File: src/hdl/cau_pkg.sv
// ---------------------------------------------------------------------------
// Complex arithmetic unit package
// Operation codes, status codes and the depth and address width of the command queue.
// ---------------------------------------------------------------------------
package cau_pkg;

	typedef enum logic [1:0] {
		OP_ADD = 2'd0,
		OP_SUB = 2'd1,
		OP_MUL = 2'd2,
		OP_DIV = 2'd3
	} op_t;

	typedef enum logic [1:0] {
		ST_OK   = 2'd0,
		ST_SAT  = 2'd1,
		ST_DIV0 = 2'd2,
		ST_RSVD = 2'd3
	} status_t;

	localparam int unsigned QUEUE_DEPTH = 4;
	localparam int unsigned QUEUE_AW    = 2;

endpackage

File: src/hdl/cau_front.sv
// ---------------------------------------------------------------------------
// Complex arithmetic unit front end
// Registers commands, classifies them and pushes them into a short queue.
// ---------------------------------------------------------------------------
module cau_front import cau_pkg::*; #(
	parameter int DATA_WIDTH = 32
) (
	input  logic                  clk,
	input  logic                  arst_n,
	input  logic                  start,
	input  logic [1:0]            cmd,
	input  logic [DATA_WIDTH-1:0] a_re,
	input  logic [DATA_WIDTH-1:0] a_im,
	input  logic [DATA_WIDTH-1:0] b_re,
	input  logic [DATA_WIDTH-1:0] b_im,
	input  logic                  pop,
	output logic                  busy,
	output logic                  q_valid,
	output op_t                   q_op,
	output logic                  q_zero,
	output logic [DATA_WIDTH-1:0] q_a_re,
	output logic [DATA_WIDTH-1:0] q_a_im,
	output logic [DATA_WIDTH-1:0] q_b_re,
	output logic [DATA_WIDTH-1:0] q_b_im
);

	localparam int W = 4 * DATA_WIDTH + 3;

	logic [W-1:0]        mem_q [QUEUE_DEPTH];
	logic [QUEUE_AW-1:0] wr_q, rd_q;
	logic [QUEUE_AW:0]   cnt_q;
	logic                push;
	logic [W-1:0]        rec;

	assign push = start && !busy;
	assign busy = (cnt_q == (QUEUE_AW+1)'(QUEUE_DEPTH));
	assign rec = {cmd, (b_re == '0) && (b_im == '0), a_re, a_im, b_re, b_im};

	always_ff @(posedge clk) begin
		if (push) begin
			mem_q[wr_q] <= rec;
		end
	end

	always_ff @(posedge clk or negedge arst_n) begin
		if (!arst_n) begin
			wr_q  <= '0;
			rd_q  <= '0;
			cnt_q <= '0;
		end else begin
			if (push) wr_q <= wr_q + 1'b1;
			if (pop) rd_q <= rd_q + 1'b1;
			cnt_q <= cnt_q + (QUEUE_AW+1)'(push) - (QUEUE_AW+1)'(pop);
		end
	end

	assign q_valid = (cnt_q != '0);
	assign q_op    = op_t'(mem_q[rd_q][W-1:W-2]);
	assign q_zero  = mem_q[rd_q][W-3];
	assign q_a_re  = mem_q[rd_q][4*DATA_WIDTH-1:3*DATA_WIDTH];
	assign q_a_im  = mem_q[rd_q][3*DATA_WIDTH-1:2*DATA_WIDTH];
	assign q_b_re  = mem_q[rd_q][2*DATA_WIDTH-1:DATA_WIDTH];
	assign q_b_im  = mem_q[rd_q][DATA_WIDTH-1:0];

endmodule

File: config.mk
export PLATFORM = sky130hd
export DESIGN_NAME = cau_front
export DESIGN_NICKNAME = d
export VERILOG_FILES = /design/src/hdl/cau_pkg.sv /design/src/hdl/cau_front.sv
export SDC_FILE = /design/constraint.sdc
export NUM_CORES = 1
export LEC_CHECK = 0
export BUFFER_PORTS_ARGS = -buffer_cell sky130_fd_sc_hd__buf_2
export CORE_MARGIN = 2
export CORE_UTILIZATION = 57
export CTS_CLUSTER_SIZE = 30
export DETAILED_ROUTE_END_ITERATION = 10
export PLACE_DENSITY = 0.85
export SKIP_CTS_REPAIR_TIMING = 1
export SLEW_MARGIN = 20
export SYNTH_ARGS = -nofsm -noshare
export SYNTH_HDL_FRONTEND = slang
export SYNTH_SLANG_ARGS = --single-unit
export TNS_END_PERCENT = 10
File: constraint.sdc
create_clock -name clk -period 5.7 [get_ports clk]
set_clock_uncertainty 0.15 [all_clocks]
set_input_delay 0.855 -clock clk [delete_from_list [all_inputs] [get_ports clk]]
set_output_delay 0.855 -clock clk [all_outputs]
set_load 0.02 [all_outputs]
Word-level counts from Yosys, hierarchy flattened --
Memories as Yosys holds them, arrays and structs flattened. Cells that the tools add are included.
Word-level totals: bits in registers 7, bits in read-only memories 0, input bits 134, logic and storage cells 17, output and inout port bits 133, memories 1, memory bits (writable) 524, bits in latches 0
Operators by class: multiply operators 0, multiplexer cells 2, reductions and logical operators 6, add/sub/neg operators 4, div/mod/pow operators 0, shift-type cells 0, magnitude comparators 0, equal/unequal tests 1, bitwise operators 0
Memory list:
- mem_q | depth 4, bits a word 131, read ports 1, clocked after memory_dff 0, wr ports 1, RTL line cau_front.sv:29 | logic [W-1:0] mem_q [QUEUE_DEPTH];
Operator list (count):
- logical NOT 32 bit | 2
- adder 2 x 1 -> 2 bit (second input constant) | 2
- adder 3 x 1 -> 3 bit | 1
- equality test 3 bit (second input constant) | 1
- nonzero test 3 bit | 1
- subtractor 3 x 1 -> 3 bit | 1
- logical AND 1 bit | 2
- 2-to-1 mux 1 bit | 2
- logical NOT 1 bit | 1

Depth between registers and ports, before layout --
depth after elaboration 5, depth in mapped cells 9, depth with buffers taken out 8

Worst setup path after synthesis --
OpenSTA, ideal clock, no wires.
kind input -> register, start point input start, end point memory mem_q[0][0] (netlist bit), enable pin, arrival 4.169 ns, path slack 0.875 ns, data required time 5.044 ns, path buffers 1, setup time 0.506 ns, cell stages on the path 3, cell sequence nor2b_1 -> buf_2 -> and2_1
Between the ends: word-level cells in the longest chain between the ends 3
RTL lines:
- from (decl) | RTL line cau_front.sv:10 | input logic start,
- logical AND 1 bit | RTL line cau_front.sv:35 | assign push = start && !busy;
- 2-to-1 mux 1 bit | RTL line cau_front.sv:40 | if (push) begin
- 2-to-1 mux 1 bit (implied by the code) | RTL line cau_front.sv:41 | mem_q[wr_q] <= rec;
- to (decl) | RTL line cau_front.sv:29
No other way between the ends.

Worst setup path in the final report --
start point register rd_q[0], end point output q_a_im[24]
Between the ends: word-level cells in the longest chain between the ends 1
RTL lines:
- from (decl) | RTL line cau_front.sv:30 | logic [QUEUE_AW-1:0] wr_q, rd_q;
- from (signal assigned) | RTL line cau_front.sv:52 | if (pop) rd_q <= rd_q + 1'b1;
- memory (4 x 131 bit)
- to (decl) | RTL line cau_front.sv:22 | output logic [DATA_WIDTH-1:0] q_a_im,
No other way between the ends.

==> out/metrics.cfg <==
[status]
status=complete, no violations

[critical_path]
timing.rr.start=cnt_q[2]
required_ns=4.70
crit_type=reg -> out
worst_ep_arrival_time_ns=2.74
path_max_fanout=43
r2r_slack_ns=2.65
crit_family=buffers and inverters
startpoint=rd_q[0]
cp-end-kind=output port
cp_num_buf_inv=2
crit_slowest_cell=buf_4
cpPeakStageDelay_ns=0.71
path_cells=buf_4 -> mux4_2 -> buf_2
startpoint_type=flop

[timing]
hold_violations=0
setup_tns_ns=0
worst-slew-pin-transition_ns=1.096
fin_crit_sh_pct=65.68
slew-limit-headroom_pct=26.90
fmax_mhz=267.1
rsz0062_at_grt=false
fin_crit_ns=3.744
setup_viol=0
maxSlewViolCount=0

[cts]
htreeDepth=2
numClockSinks=531
clock_path_buffers=3
cts_made_buffers=52
cts_tree=built
clock-root-buffer=clkbuf_16
insertion_delay_ns=0.56
clk_pin_slew_ns=0.06

[logic_synthesis]
dominantRegCellSynth=edfxtp_1
ys_seq_area_share_pct=81.94
netlist_instances=740
synth_edf_count=524
yosysWarningCount=0
syn_area_mm2=0.01942
async_reset_ff_share_pct=1.318
ys_seq_elements=531
syn_avg_cell_area_um2=26.24
synth_nets=880
synth.distinct_cells=20

[place]
numPortBuffers=266
gp_congestion=0.7382
dpl.hpwl_mm=23.08
dp.cells=1436

[routing]
wire_per_inst_um=24.68
wirelength_mm=37.88
drt_iter0_markers=765
drc=0
first_pass_iters=5
antenna_left=0
vias=8975
via_per_inst=5.847

[worst_hold_path]
min-delay-path-class=in -> reg
worstHoldStart=a_im[1]

[final_layout]
area_growth_pct=18.37
nets=1183
drive_gt1_share_pct=44.70
final_cell_count_no_fill=1535

[die]
pin_count=267
coreArea_mm2=0.03353
die_h_um=188.6
die_w_um=188.6
fp.dieArea_mm2=0.03556
row_count=67
start_util_pct=57.91

[flow_run]
max_cap_viol_count=0

[power_and_ir_drop]
power_density_mw_per_mm2=551.0
fin_total_pwr_uw=12660
peakVddDrop_mv=0.4875
power.leakage_uw=0.007794

[global_route]
overflow=0
grt_antenna_before_repair=7
grt_max_degree=70
grt_pass1_vias=9318
grt_pass1_wl_mm=57.31
grt_usage_pct=21.70

## layer usage
layer	global-route usage (%)	vias to the layer above	routed length [µm]
met3	6.202	60	3799
met1	29.52	4632	14330
met5	0	-	62
met4	5.769	10	805
li1	-	3828	-
met2	35.20	445	18890
## area by class of cell
cell class / count / area (µm²)
inverter: 4 / 15.01
antenna: 2 / 5.005
fill: 2067 / 10550
clock inverter: 27 / 284.0
tap: 448 / 560.5
sequential: 531 / 15920
multi-input combinational: 174 / 3293
clock buffer: 69 / 1408
timing repair buffer: 280 / 1501
## worst paths after layout
kind,endpoint,cells after the start
max,q_a_im[24],3
min,mem_q[3][65],1
max reg2reg,mem_q[0][38],4
min reg2reg,cnt_q[2],1
max in group asynchronous,rd_q[1],2
min in group asynchronous,rd_q[0],2
## metrics by stage
| step | utilization (%) | instance area, µm² | setup WS, ns | hold slack [ns] |
|---|---|---|---|---|
| 3_5_place_dp | 63.46 | 21280 | 2.255 | 0.3937 |
| 3_3_place_gp | 63.46 | 21280 | 2.334 | 0.3670 |
| 2_1_floorplan | - | 19420 | 0.8747 | 0.3454 |
| 4_1_cts | 68.50 | 22970 | 1.851 | -0.04983 |
| 6_report | 68.54 | 22980 | 1.956 | 0.3630 |
| 5_1_grt | 68.53 | 22980 | 1.743 | 0.3510 |
## registers in the layout, summed over array words and instances (netlist names)
name   cells
wr_q       2
cnt_q      3
mem_q    524
rd_q       2
## synthesized netlist by cell type (2+ instances only)
cell | number | area share (%)
and2_1 | 4 | 0.13
nand4_1 | 4 | 0.13
buf_2 | 17 | 0.44
edfxtp_1 | 524 | 81
nor4_1 | 17 | 0.55
clkbuf_1 | 4 | 0.077
ha_1 | 5 | 0.32
xor2_1 | 2 | 0.090
dfrtp_1 | 7 | 0.90
nor2b_1 | 2 | 0.064
mux4_2 | 131 | 15
buf_6 | 9 | 0.52
xnor2_1 | 4 | 0.18
inv_1 | 4 | 0.077
## layout by cell type (no fill, tap or decap)
master	synthesis	layout
dlygate4sd3_1	0	1
nor2b_1	2	2
dfrtp_4	0	2
nor3b_1	1	1
buf_2	17	266
clkinv_2	0	6
ha_1	5	5
nand2_1	1	1
xor2_1	2	2
buf_4	1	8
inv_1	4	4
diode_2	0	2
buf_12	0	5
mux2_2	1	1
xnor2_1	4	4
bufinv_16	0	6
inv_6	0	1
clkbuf_1	4	15
clkinv_1	0	13
nor4_1	17	17
clkbuf_16	0	54
and2_4	0	4
mux4_2	131	131
edfxtp_1	524	524
or3_1	1	1
fa_1	1	1
clkinv_8	0	1
dfrtp_1	7	5
nand4_1	4	4
## where the power goes
part	total (µW)	switching [µW]	internal (µW)
combinational	3860	2320	1540
clock	3340	1340	2000
sequential	5460	296	5170
## cell families (layout without fill, tap and decap cells)
kind of cell / Yosys count / in the layout / share of synthesized area [%]
xor+xnor: 6 / 6 / 0.2706
fa+ha+maj: 6 / 6 / 0.4253
buf+inv: 35 / 380 / 1.153
flops: 531 / 531 / 81.94
mux: 132 / 132 / 15.25
other cells: 0 / 2 / 0
simple gates: 30 / 30 / 0.9601
## worst register-to-register path: cells and delay by family (launching register included)
kind	cells	cell delay, ns
buffers and inverters	1	0.52
DFF	1	0.40
and+or+nand+nor	3	1.64
Note: power is estimated with default switching activity, not from simulation.
